`src/hdl/pdfm_pkg.sv`:
```
`timescale 1ns / 1ps

package pdfm_pkg;

   localparam int CHANNELS  = 8;
   localparam int TICK_BITS = 24;

   localparam int CH_AW     = (CHANNELS > 1) ? $clog2(CHANNELS) : 1;
   localparam int CHAN_W    = 3;
   localparam int TICK_W    = 24;
   localparam int DUTY_W    = 16;
   localparam int FREQ_W    = 32;
   localparam int ERR_W     = 8;
   localparam int SCALE_W   = 16;
   localparam int TLEN_W    = 8;
   localparam int PROD_W    = TICK_W + SCALE_W;
   localparam int FDIV_W    = TICK_W + TLEN_W;
   localparam int STEP_W    = $clog2(FREQ_W);
   localparam int CSR_W     = 32;
   localparam int CSR_IDX_W = 3;
   localparam int OUTC_W    = 2;

   localparam logic [TICK_W-1:0] TICK_MASK = (TICK_BITS >= TICK_W) ? {TICK_W{1'b1}} :
                                             TICK_W'((64'd1 << TICK_BITS) - 64'd1);

   localparam logic [DUTY_W-1:0] INVALID_DUTY = {DUTY_W{1'b1}};
   localparam logic [FREQ_W-1:0] INVALID_FREQ = {FREQ_W{1'b1}};
   localparam logic [ERR_W-1:0]  ERR_MAX      = {ERR_W{1'b1}};

   localparam logic [CSR_IDX_W-1:0] CSR_MIN_PERIOD      = 3'd0;
   localparam logic [CSR_IDX_W-1:0] CSR_MAX_PERIOD      = 3'd1;
   localparam logic [CSR_IDX_W-1:0] CSR_DUTY_SCALE      = 3'd2;
   localparam logic [CSR_IDX_W-1:0] CSR_FREQ_NUMERATOR  = 3'd3;
   localparam logic [CSR_IDX_W-1:0] CSR_TICK_LENGTH     = 3'd4;
   localparam logic [CSR_IDX_W-1:0] CSR_ERROR_THRESHOLD = 3'd5;

   localparam logic [OUTC_W-1:0] OUTC_MEASURED    = 2'd0;
   localparam logic [OUTC_W-1:0] OUTC_HELD        = 2'd1;
   localparam logic [OUTC_W-1:0] OUTC_INVALIDATED = 2'd2;
   localparam logic [OUTC_W-1:0] OUTC_ZERO        = 2'd3;

   localparam logic [TICK_W-1:0]  RST_MIN_PERIOD      = 24'd1;
   localparam logic [TICK_W-1:0]  RST_MAX_PERIOD      = 24'd16777215;
   localparam logic [SCALE_W-1:0] RST_DUTY_SCALE      = 16'd10000;
   localparam logic [FREQ_W-1:0]  RST_FREQ_NUMERATOR  = 32'd100000000;
   localparam logic [TLEN_W-1:0]  RST_TICK_LENGTH     = 8'd1;
   localparam logic [ERR_W-1:0]   RST_ERROR_THRESHOLD = 8'd3;

   typedef struct packed {
      logic              level;
      logic [DUTY_W-1:0] duty;
      logic [FREQ_W-1:0] freq;
      logic [ERR_W-1:0]  err;
   } entry_type;

   localparam int ENTRY_W = $bits(entry_type);

endpackage

```
`src/hdl/pdfm_ram.sv`:
```
`timescale 1ns / 1ps

module pdfm_ram #(
   parameter int WIDTH = 8,
   parameter int DEPTH = 8
) (
   input  logic                                       clock,
   input  logic                                       wr_en,
   input  logic [((DEPTH > 1) ? $clog2(DEPTH) : 1)-1:0] wr_addr,
   input  logic [WIDTH-1:0]                           wr_data,
   input  logic                                       rd_en,
   input  logic [((DEPTH > 1) ? $clog2(DEPTH) : 1)-1:0] rd_addr,
   output logic [WIDTH-1:0]                           rd_data
);

   logic [WIDTH-1:0] mem [DEPTH];
   logic [WIDTH-1:0] rd_data_ff;

   always_ff @(posedge clock) begin
      if (wr_en) begin
         mem[wr_addr] <= wr_data;
      end
      if (rd_en) begin
         rd_data_ff <= mem[rd_addr];
      end
   end

   assign rd_data = rd_data_ff;

endmodule

```
`src/hdl/pdfm_calc.sv`:
```
`timescale 1ns / 1ps

module pdfm_calc (
   input  logic                           clock,
   input  logic                           reset,
   input  logic                           start,
   input  logic [pdfm_pkg::TICK_W-1:0]    active,
   input  logic [pdfm_pkg::TICK_W-1:0]    period,
   input  logic [pdfm_pkg::SCALE_W-1:0]   duty_scale,
   input  logic [pdfm_pkg::FREQ_W-1:0]    freq_numerator,
   input  logic [pdfm_pkg::TLEN_W-1:0]    tick_length,
   output logic                           done,
   output logic [pdfm_pkg::DUTY_W-1:0]    duty,
   output logic [pdfm_pkg::FREQ_W-1:0]    freq
);

   import pdfm_pkg::*;

   typedef enum logic [2:0] {C_IDLE, C_MUL, C_INIT, C_DIV, C_DONE} calc_state_type;

   calc_state_type      state_ff, state_in;
   logic [PROD_W-1:0]   prod_ff, prod_in;
   logic [FDIV_W-1:0]   fdiv_ff, fdiv_in;
   logic                sat_ff, sat_in;
   logic [TICK_W-1:0]   drem_ff, drem_in;
   logic [DUTY_W-1:0]   dq_ff, dq_in;
   logic [FREQ_W-1:0]   frem_ff, frem_in;
   logic [FREQ_W-1:0]   fq_ff, fq_in;
   logic [STEP_W-1:0]   cnt_ff, cnt_in;

   logic [TICK_W:0]     dt;
   logic                dge;
   logic [FREQ_W:0]     ft;
   logic                fge;

   // restoring division, one quotient bit per cycle on each side
   assign dt  = {drem_ff, dq_ff[DUTY_W-1]};
   assign dge = dt >= {1'b0, period};
   assign ft  = {frem_ff, fq_ff[FREQ_W-1]};
   assign fge = ft >= {1'b0, fdiv_ff};

   always_comb begin
      state_in = state_ff;
      prod_in  = prod_ff;
      fdiv_in  = fdiv_ff;
      sat_in   = sat_ff;
      drem_in  = drem_ff;
      dq_in    = dq_ff;
      frem_in  = frem_ff;
      fq_in    = fq_ff;
      cnt_in   = cnt_ff;
      case (state_ff)
         C_IDLE: begin
            if (start) begin
               state_in = C_MUL;
            end
         end
         C_MUL: begin
            prod_in  = PROD_W'(active) * PROD_W'(duty_scale);
            fdiv_in  = FDIV_W'(period) * FDIV_W'(tick_length);
            state_in = C_INIT;
         end
         C_INIT: begin
            // quotient >= 2^16 exactly when the upper product bits reach the period
            sat_in   = prod_ff[PROD_W-1:DUTY_W] >= period;
            drem_in  = prod_ff[PROD_W-1:DUTY_W];
            dq_in    = prod_ff[DUTY_W-1:0];
            frem_in  = '0;
            fq_in    = freq_numerator;
            cnt_in   = '0;
            state_in = C_DIV;
         end
         C_DIV: begin
            if (cnt_ff < STEP_W'(DUTY_W)) begin
               drem_in = dge ? TICK_W'(dt - {1'b0, period}) : dt[TICK_W-1:0];
               dq_in   = {dq_ff[DUTY_W-2:0], dge};
            end
            frem_in = fge ? FREQ_W'(ft - {1'b0, fdiv_ff}) : ft[FREQ_W-1:0];
            fq_in   = {fq_ff[FREQ_W-2:0], fge};
            cnt_in  = cnt_ff + 1'b1;
            if (cnt_ff == STEP_W'(FREQ_W - 1)) begin
               state_in = C_DONE;
            end
         end
         C_DONE: begin
            state_in = C_IDLE;
         end
         default: begin
            state_in = C_IDLE;
         end
      endcase
   end

   always_ff @(posedge clock) begin
      if (reset) begin
         state_ff <= C_IDLE;
      end else begin
         state_ff <= state_in;
      end
      prod_ff <= prod_in;
      fdiv_ff <= fdiv_in;
      sat_ff  <= sat_in;
      drem_ff <= drem_in;
      dq_ff   <= dq_in;
      frem_ff <= frem_in;
      fq_ff   <= fq_in;
      cnt_ff  <= cnt_in;
   end

   assign done = (state_ff == C_DONE);
   assign duty = sat_ff ? INVALID_DUTY : dq_ff;
   assign freq = fq_ff;

endmodule

```
`src/hdl/pwm_duty_frequency_monitor.sv`:
```
`timescale 1ns / 1ps

// Channel   Dir  Transfer when          Payload
// req_*     in   req_valid & req_ready  channel, input_level, active_ticks, period_ticks
// rsp_*     out  rsp_valid & rsp_ready  out_channel, level_now, duty, freq, bad_count, outcome
// csr_*     in   csr_we                 csr_index, csr_wdata
//
// One item at a time. An in-range period goes from one transfer to the next through
// table read, product, 32-step shared division loop, write-back.
// Zero, bad and ignored captures skip the division and go from table read to write-back.
// Per-channel state sits in an 8-entry RAM with valid flops; reset clears the flops.
// A result waiting on rsp_ready stalls only the write-back of the next item.

module pwm_duty_frequency_monitor (
   input  logic                              clock,
   input  logic                              reset,
   input  logic                              req_valid,
   output logic                              req_ready,
   input  logic [pdfm_pkg::CHAN_W-1:0]       req_channel,
   input  logic                              req_input_level,
   input  logic [pdfm_pkg::TICK_W-1:0]       req_active_ticks,
   input  logic [pdfm_pkg::TICK_W-1:0]       req_period_ticks,
   output logic                              rsp_valid,
   input  logic                              rsp_ready,
   output logic [pdfm_pkg::CHAN_W-1:0]       rsp_out_channel,
   output logic                              rsp_level_now,
   output logic [pdfm_pkg::DUTY_W-1:0]       rsp_duty_centi_pct,
   output logic [pdfm_pkg::FREQ_W-1:0]       rsp_freq_centi_hz,
   output logic [pdfm_pkg::ERR_W-1:0]        rsp_bad_count,
   output logic [pdfm_pkg::OUTC_W-1:0]       rsp_outcome,
   input  logic                              csr_we,
   input  logic [pdfm_pkg::CSR_IDX_W-1:0]    csr_index,
   input  logic [pdfm_pkg::CSR_W-1:0]        csr_wdata
);

   import pdfm_pkg::*;

   typedef enum logic [1:0] {ST_IDLE, ST_READ, ST_CALC, ST_FINISH} state_type;

   logic [TICK_W-1:0]  min_period_ff, min_period_in;
   logic [TICK_W-1:0]  max_period_ff, max_period_in;
   logic [SCALE_W-1:0] duty_scale_ff, duty_scale_in;
   logic [FREQ_W-1:0]  freq_num_ff, freq_num_in;
   logic [TLEN_W-1:0]  tick_len_ff, tick_len_in;
   logic [ERR_W-1:0]   err_thr_ff, err_thr_in;

   state_type          state_ff, state_in;
   logic [CHAN_W-1:0]  ch_ff, ch_in;
   logic               level_ff, level_in;
   logic [TICK_W-1:0]  active_ff, active_in;
   logic [TICK_W-1:0]  period_ff, period_in;
   entry_type          entry_ff, entry_in;
   logic [OUTC_W-1:0]  outc_ff, outc_in;
   logic               wr_ff, wr_in;
   logic [CHANNELS-1:0] vld_ff, vld_in;

   logic               rsp_valid_ff, rsp_valid_in;
   logic [CHAN_W-1:0]  rsp_ch_ff, rsp_ch_in;
   entry_type          rsp_entry_ff, rsp_entry_in;
   logic [OUTC_W-1:0]  rsp_outc_ff, rsp_outc_in;

   logic [CH_AW-1:0]   addr;
   logic               ch_ok;
   logic [ENTRY_W-1:0] ram_rdata;
   entry_type          cur_entry;
   logic [ERR_W-1:0]   err_inc;
   logic               ram_we;
   logic               ram_re;
   logic               calc_start;
   logic               calc_done;
   logic [DUTY_W-1:0]  calc_duty;
   logic [FREQ_W-1:0]  calc_freq;

   // register file
   always_comb begin
      min_period_in = min_period_ff;
      max_period_in = max_period_ff;
      duty_scale_in = duty_scale_ff;
      freq_num_in   = freq_num_ff;
      tick_len_in   = tick_len_ff;
      err_thr_in    = err_thr_ff;
      if (csr_we) begin
         case (csr_index)
            CSR_MIN_PERIOD:      min_period_in = csr_wdata[TICK_W-1:0];
            CSR_MAX_PERIOD:      max_period_in = csr_wdata[TICK_W-1:0];
            CSR_DUTY_SCALE:      duty_scale_in = csr_wdata[SCALE_W-1:0];
            CSR_FREQ_NUMERATOR:  freq_num_in   = csr_wdata[FREQ_W-1:0];
            CSR_TICK_LENGTH:     tick_len_in   = csr_wdata[TLEN_W-1:0];
            CSR_ERROR_THRESHOLD: err_thr_in    = csr_wdata[ERR_W-1:0];
            default: ;
         endcase
      end
   end

   always_ff @(posedge clock) begin
      if (reset) begin
         min_period_ff <= RST_MIN_PERIOD;
         max_period_ff <= RST_MAX_PERIOD;
         duty_scale_ff <= RST_DUTY_SCALE;
         freq_num_ff   <= RST_FREQ_NUMERATOR;
         tick_len_ff   <= RST_TICK_LENGTH;
         err_thr_ff    <= RST_ERROR_THRESHOLD;
      end else begin
         min_period_ff <= min_period_in;
         max_period_ff <= max_period_in;
         duty_scale_ff <= duty_scale_in;
         freq_num_ff   <= freq_num_in;
         tick_len_ff   <= tick_len_in;
         err_thr_ff    <= err_thr_in;
      end
   end

   assign req_ready = (state_ff == ST_IDLE);
   assign ram_re    = req_valid && req_ready;
   assign addr      = CH_AW'(ch_ff);
   assign ch_ok     = 32'(ch_ff) < 32'(CHANNELS);
   // unwritten entries read as the reset value
   assign cur_entry = vld_ff[addr] ? entry_type'(ram_rdata) : '0;
   assign err_inc   = (cur_entry.err == ERR_MAX) ? ERR_MAX : cur_entry.err + 1'b1;

   always_comb begin
      state_in     = state_ff;
      ch_in        = ch_ff;
      level_in     = level_ff;
      active_in    = active_ff;
      period_in    = period_ff;
      entry_in     = entry_ff;
      outc_in      = outc_ff;
      wr_in        = wr_ff;
      vld_in       = vld_ff;
      rsp_valid_in = rsp_valid_ff && !rsp_ready;
      rsp_ch_in    = rsp_ch_ff;
      rsp_entry_in = rsp_entry_ff;
      rsp_outc_in  = rsp_outc_ff;
      calc_start   = 1'b0;
      ram_we       = 1'b0;
      case (state_ff)
         ST_IDLE: begin
            if (req_valid) begin
               ch_in     = req_channel;
               level_in  = req_input_level;
               active_in = req_active_ticks & TICK_MASK;
               period_in = req_period_ticks & TICK_MASK;
               state_in  = ST_READ;
            end
         end
         ST_READ: begin
            entry_in       = cur_entry;
            entry_in.level = level_ff;
            wr_in          = 1'b1;
            outc_in        = OUTC_ZERO;
            state_in       = ST_FINISH;
            if (!ch_ok) begin
               entry_in = '0;
               wr_in    = 1'b0;
            end else if (period_ff == '0) begin
               // level only
            end else if (period_ff >= min_period_ff && period_ff <= max_period_ff) begin
               calc_start = 1'b1;
               state_in   = ST_CALC;
            end else begin
               entry_in.err = err_inc;
               if (err_inc >= err_thr_ff) begin
                  entry_in.duty = INVALID_DUTY;
                  entry_in.freq = INVALID_FREQ;
                  outc_in       = OUTC_INVALIDATED;
               end else begin
                  outc_in = OUTC_HELD;
               end
            end
         end
         ST_CALC: begin
            if (calc_done) begin
               entry_in.duty = calc_duty;
               entry_in.freq = calc_freq;
               entry_in.err  = '0;
               outc_in       = OUTC_MEASURED;
               state_in      = ST_FINISH;
            end
         end
         ST_FINISH: begin
            if (!rsp_valid_ff || rsp_ready) begin
               rsp_valid_in = 1'b1;
               rsp_ch_in    = ch_ff;
               rsp_entry_in = entry_ff;
               rsp_outc_in  = outc_ff;
               ram_we       = wr_ff;
               if (wr_ff) begin
                  vld_in[addr] = 1'b1;
               end
               state_in = ST_IDLE;
            end
         end
         default: begin
            state_in = ST_IDLE;
         end
      endcase
   end

   always_ff @(posedge clock) begin
      if (reset) begin
         state_ff     <= ST_IDLE;
         vld_ff       <= '0;
         rsp_valid_ff <= 1'b0;
      end else begin
         state_ff     <= state_in;
         vld_ff       <= vld_in;
         rsp_valid_ff <= rsp_valid_in;
      end
      ch_ff        <= ch_in;
      level_ff     <= level_in;
      active_ff    <= active_in;
      period_ff    <= period_in;
      entry_ff     <= entry_in;
      outc_ff      <= outc_in;
      wr_ff        <= wr_in;
      rsp_ch_ff    <= rsp_ch_in;
      rsp_entry_ff <= rsp_entry_in;
      rsp_outc_ff  <= rsp_outc_in;
   end

   pdfm_ram #(
      .WIDTH (ENTRY_W),
      .DEPTH (CHANNELS)
   ) u_store (
      .clock   (clock),
      .wr_en   (ram_we),
      .wr_addr (addr),
      .wr_data (entry_ff),
      .rd_en   (ram_re),
      .rd_addr (CH_AW'(req_channel)),
      .rd_data (ram_rdata)
   );

   pdfm_calc u_calc (
      .clock          (clock),
      .reset          (reset),
      .start          (calc_start),
      .active         (active_ff),
      .period         (period_ff),
      .duty_scale     (duty_scale_ff),
      .freq_numerator (freq_num_ff),
      .tick_length    (tick_len_ff),
      .done           (calc_done),
      .duty           (calc_duty),
      .freq           (calc_freq)
   );

   assign rsp_valid          = rsp_valid_ff;
   assign rsp_out_channel    = rsp_ch_ff;
   assign rsp_level_now      = rsp_entry_ff.level;
   assign rsp_duty_centi_pct = rsp_entry_ff.duty;
   assign rsp_freq_centi_hz  = rsp_entry_ff.freq;
   assign rsp_bad_count      = rsp_entry_ff.err;
   assign rsp_outcome        = rsp_outc_ff;

endmodule

```
`config.mk`:
```
export PLATFORM = sky130hd
export DESIGN_NAME = pwm_duty_frequency_monitor
export DESIGN_NICKNAME = d
export VERILOG_FILES = /design/src/hdl/pdfm_pkg.sv /design/src/hdl/pdfm_ram.sv /design/src/hdl/pdfm_calc.sv /design/src/hdl/pwm_duty_frequency_monitor.sv
export SDC_FILE = /design/constraint.sdc
export NUM_CORES = 2
export LEC_CHECK = 0
export BUFFER_PORTS_ARGS = -buffer_cell sky130_fd_sc_hd__buf_2
export CAP_MARGIN = 20
export CORE_MARGIN = 2
export CORE_UTILIZATION = 58
export DETAILED_ROUTE_END_ITERATION = 10
export MAX_ROUTING_LAYER = met4
export PLACE_DENSITY = 0.78
export SLEW_MARGIN = 20
export SYNTH_ARGS = -nofsm -noshare
export SYNTH_HDL_FRONTEND = slang
export SYNTH_SLANG_ARGS = --single-unit
export TNS_END_PERCENT = 30
```
`constraint.sdc`:
```
create_clock -name clock -period 7 [get_ports clock]
set_input_delay 1.05 -clock clock [delete_from_list [all_inputs] [get_ports clock]]
set_output_delay 1.05 -clock clock [all_outputs]
set_load 0.03 [all_outputs]
```
==> results by group <==
Outcome
  • Result of the run: finished clean

Clocking
  • Clock tree buffer depth: 3
  • Clk slew on worst S/H paths: 70 ps
  • Clock root buffer master: clkbuf_16
  • CTS Sinks: 985
  • Insertion delay of the later-clocked pin in the worst-skew pair: 700 ps
  • TritonCTS buffer count: 98
  • TritonCTS clock tree: done
  • Hold buffer count at CTS: 0
  • Deepest level of the CTS H-tree: 3

Critical path
  • Class of the most critical setup path: reg2reg
  • Arrival time reported for the critical path endpoint: 7140 ps
  • Cell seen most often among critical-path stages: fa_1
  • Sequence of cells on the critical path: nand2_1, fa_1, inv_1, fa_1, inv_1, fa_1, inv_1, fa_1, fa_1, inv_1, fa_1, inv_1, ha_1, a21oi_1, o21ai_1, a311oi_1, o31ai_1, a21o_1, o21a_1, a211o_1, a21oi_1, xnor2_1
  • Highest net fanout along the worst path: 16
  • Kind of capture point of the worst setup path: register
  • Required time of the critical path: 7430 ps
  • Slowest stage delay, CP: 790 ps
  • Library cell contributing the largest single delay on the critical path: edfxtp_1
  • Startpoint type of the worst setup path: register
  • Source of the critical timing path: active_ff[13]$_DFFE_PP_
  • RR Startpoint: active_ff[13]$_DFFE_PP_

Synth
  • Cell area after technology mapping: 0.05964 mm^2
  • Synthesis Warnings: 0
  • Primary flip-flop cell chosen by synthesis mapping: edfxtp_1
  • Number of distinct library cells after synthesis: 84
  • Post-synth EDFFs: 859
  • Area share of the largest cell type after synthesis: 0.4325
  • Library cell with the largest summed area after synthesis: edfxtp_1
  • Post-synthesis cell count: 5061
  • Sequential share of the synthesized area: 0.4748
  • Top post-synthesis cells by area: edfxtp_1 (43%), fa_1 (15%), ha_1 (6.4%)
  • Number of synthesized register bits: 985
  • Async SR Flop Fraction: 0
  • Post-synthesis average cell area: 11.78 um^2
  • Syn_nets: 5900

Power
  • Power dissipated by switching net loads: 11870 uW
  • Leakage dissipation: 0.02624 uW
  • Total power per unit cell area: 441.1 mW/mm^2
  • Int Power: 16920 uW
  • Part of the power in the clock network: 0.186
  • Switching part of the total power: 0.4123
  • Worst vdd rail ir drop: 0.0007790 V
  • Power share of the combinational group: 0.502
  • Sequential fraction of design power: 0.313

Finish
  • Layout fillers: 7640
  • Area occupied by registers: 0.02833 mm^2
  • Share of post-route cells with drive strength above 1: 0.1165
  • Non-filler cells in the finished layout: 6627
  • Most frequent standard cell in the layout excluding fill and tap cells: nand2_1
  • Net count reported at finish: 5998
  • Multi-input gate area in the final layout: 0.02822 mm^2
  • Area growth from synthesis to layout: 9.470%
  • Highest-count cells in the layout ignoring fill and taps: nand2_1 (865), edfxtp_1 (859), inv_1 (615), fa_1 (440), ha_1 (306)

STA
  • Headroom to the max-slew limit: 0.2790
  • Unrepaired setup endpoints after global routing: no
  • Hold Vio Cnt, Final: 0
  • Highest achievable clock rate: 0.1491 GHz
  • Worst Clk Skew: 57.56 ps
  • Max-slew violation count: 0
  • Final critical-path required period: 6708 ps
  • Final cycle utilization of the critical path: 0.9583
  • Transition at the pin with the smallest max-transition slack: 1081 ps
  • Final TNS setup: 0 ps
  • Endpoints failing setup: 0

Floorplan
  • Floorplan die area: 0.1054 mm^2
  • Height of the die: 324.7 um
  • Standard-cell rows: 117
  • Die boundary width: 324.7 um
  • Floorplan core area: 0.1019 mm^2
  • Initial cell density of the core: 0.5853
  • # IOs: 156

GRT
  • Total Routing Usage GR: 0.2886
  • Vias in the first global route: 40457
  • Maximum number of pins on one net before global-route repair: 114
  • Initial antenna violation count: 14
  • Wire length of the first global-routing pass: 228800 um
  • Remaining Overflow, GRT: 0

Routing
  • Routed vias: 39191
  • DRT Wirelength: 145400 um
  • Drt pass-1 iters: 6
  • Routed length per instance: 21.94 um
  • Final routed DRC violation total: 0
  • Starting DRT DRC Count: 3759
  • Routed vias/inst: 5.914
  • Final antenna-violating net count: 0

Run
  • Max Cap Violations: 0

Placement
  • HPWL after DPL: 97190 um
  • # placed instances: 6418
  • Port Buffers: 155
  • Global placer's final weighted congestion: 0.9089

Worst hold path
  • Origin of the worst min-delay path: level_ff$_DFFE_PP_
  • Worst Hold Class: reg2reg
## timing repair
action | in CTS | in global routing
buffers inserted | 0 | 9
gates resized for setup | 0 | 9
hold endpoints to repair | 0 | 0
setup endpoints to repair | 0 | 2
## sequential cells by signal (all words and copies together), names as in the netlist, 5 cells and up
register and flops:
u_calc.drem_ff 24, u_store.rd_data 56, duty_scale_ff 16, active_ff 24
period_ff 24, u_calc.dq_ff 16, entry_ff 57, rsp_bad_count 8
freq_num_ff 32, min_period_ff 24, u_store.mem 448, u_calc.frem_ff 32
tick_len_ff 8, vld_ff 8, u_calc.cnt_ff 5, u_calc.freq 32
max_period_ff 24, err_thr_ff 8, rsp_freq_centi_hz 32, u_calc.fdiv_ff 32
u_calc.prod_ff 40, rsp_duty_centi_pct 16
## worst max-delay path, delay by kind of cell, from the launching register on
kind | cells | cell delay [ps]
AOI/OAI and AO/OA | 8 | 1730
xor gates and xnor gates | 1 | 80
adders and majority gates | 7 | 3400
buffers and inverters | 5 | 250
DFF | 1 | 790
and+or+nand+nor | 1 | 190
## kinds of logic (layout without fill, tap and decap cells)
| kind of cell | count (synthesis) | count (layout) | synth area share |
|---|---|---|---|
| mux | 184 | 184 | 0.05599 |
| xor+xnor | 106 | 106 | 0.01557 |
| compound gates | 672 | 672 | 0.07167 |
| buf+inv | 850 | 1032 | 0.05411 |
| fa+ha+maj | 747 | 747 | 0.2121 |
| simple gates | 1517 | 1517 | 0.1158 |
| other cells | 0 | 16 | 0 |
| flops | 985 | 985 | 0.4748 |
## final cells by class
type	count	area share
multi-input cells	3226	0.4322
flip-flops and latches	985	0.4339
diodes	16	0.0006133
repair buffers	228	0.02083
inverters	620	0.03565
clock inverters	66	0.01020
clock buffers	118	0.04044
well taps	1368	0.02622
## per-stage QoR
step / cell area, um^2 / util / worst slack (ps) / hold slack (ps) / total power, uW
final: 65290 / 0.6408 / 292.2 / 403.3 / 28800
after global routing: 65280 / 0.6407 / 1.539 / 421.0 / 31030
after CTS: 65170 / 0.6396 / 228.4 / 405.3 / 28850
after detailed placement: 61860 / 0.6072 / 263.3 / 407.1 / 23440
after global placement: 61860 / 0.6072 / 400.4 / 402.8 / 23210
after floorplan: 59640 / - / 568.0 / 400.3 / 19640
## layer usage
| layer | global-route usage | part of all wire | up-vias |
|---|---|---|---|
| met3 | 0.05154 | 0.087 | 330 |
| met1 | 0.3715 | 0.39 | 19725 |
| li1 | - | - | 17408 |
| met5 | - | 0 | - |
| met2 | 0.4673 | 0.49 | 1728 |
| met4 | 0.09501 | 0.035 | 0 |
## worst paths after layout
check / cells after the start / slack [ps] / endpoint
min: 0 / 400 / entry_ff[56]$_DFFE_PP_
min reg2reg: 0 / 400 / entry_ff[56]$_DFFE_PP_
max reg2reg: 22 / 290 / u_calc.prod_ff[38]$_DFFE_PP_
max: 22 / 290 / u_calc.prod_ff[38]$_DFFE_PP_
## power by group through the flow
| stage | Sequential [uW] | Combinational (uW) | Clock [uW] |
|---|---|---|---|
| after floorplan | 8710 | 10900 | 0 |
| after global placement | 9070 | 14100 | 0 |
| after detailed placement | 9110 | 14300 | 0 |
| after CTS | 9000 | 14400 | 5430 |
| after global routing | 9090 | 16300 | 5630 |
| final | 9000 | 14400 | 5350 |
## cell usage after synthesis, types with 7 or more instances
library cell and instances:
nor2_1 160, mux2i_1 13, nor3_1 26, edfxtp_1 859
nand4_1 18, nor2b_1 20, buf_2 19, ha_1 307
a211oi_1 21, dfxtp_1 126, nand3b_1 22, o21bai_1 13
and3_1 24, buf_1 13, nor4_1 13, xor2_1 35
nand2b_1 24, clkbuf_1 195, xnor2_1 71, o21ai_1 8
o211ai_1 43, fa_1 440, a31oi_1 14, o21ai_0 105
a21boi_0 9, mux2_2 57, a211o_1 29, or3_1 7
mux4_2 114, nand3_1 57, and2_1 253, o21a_1 24
or2_2 9, inv_1 617, a21o_1 70, nand2_1 866
a21oi_1 266
No activity file was read; power rests on OpenSTA's default activity.
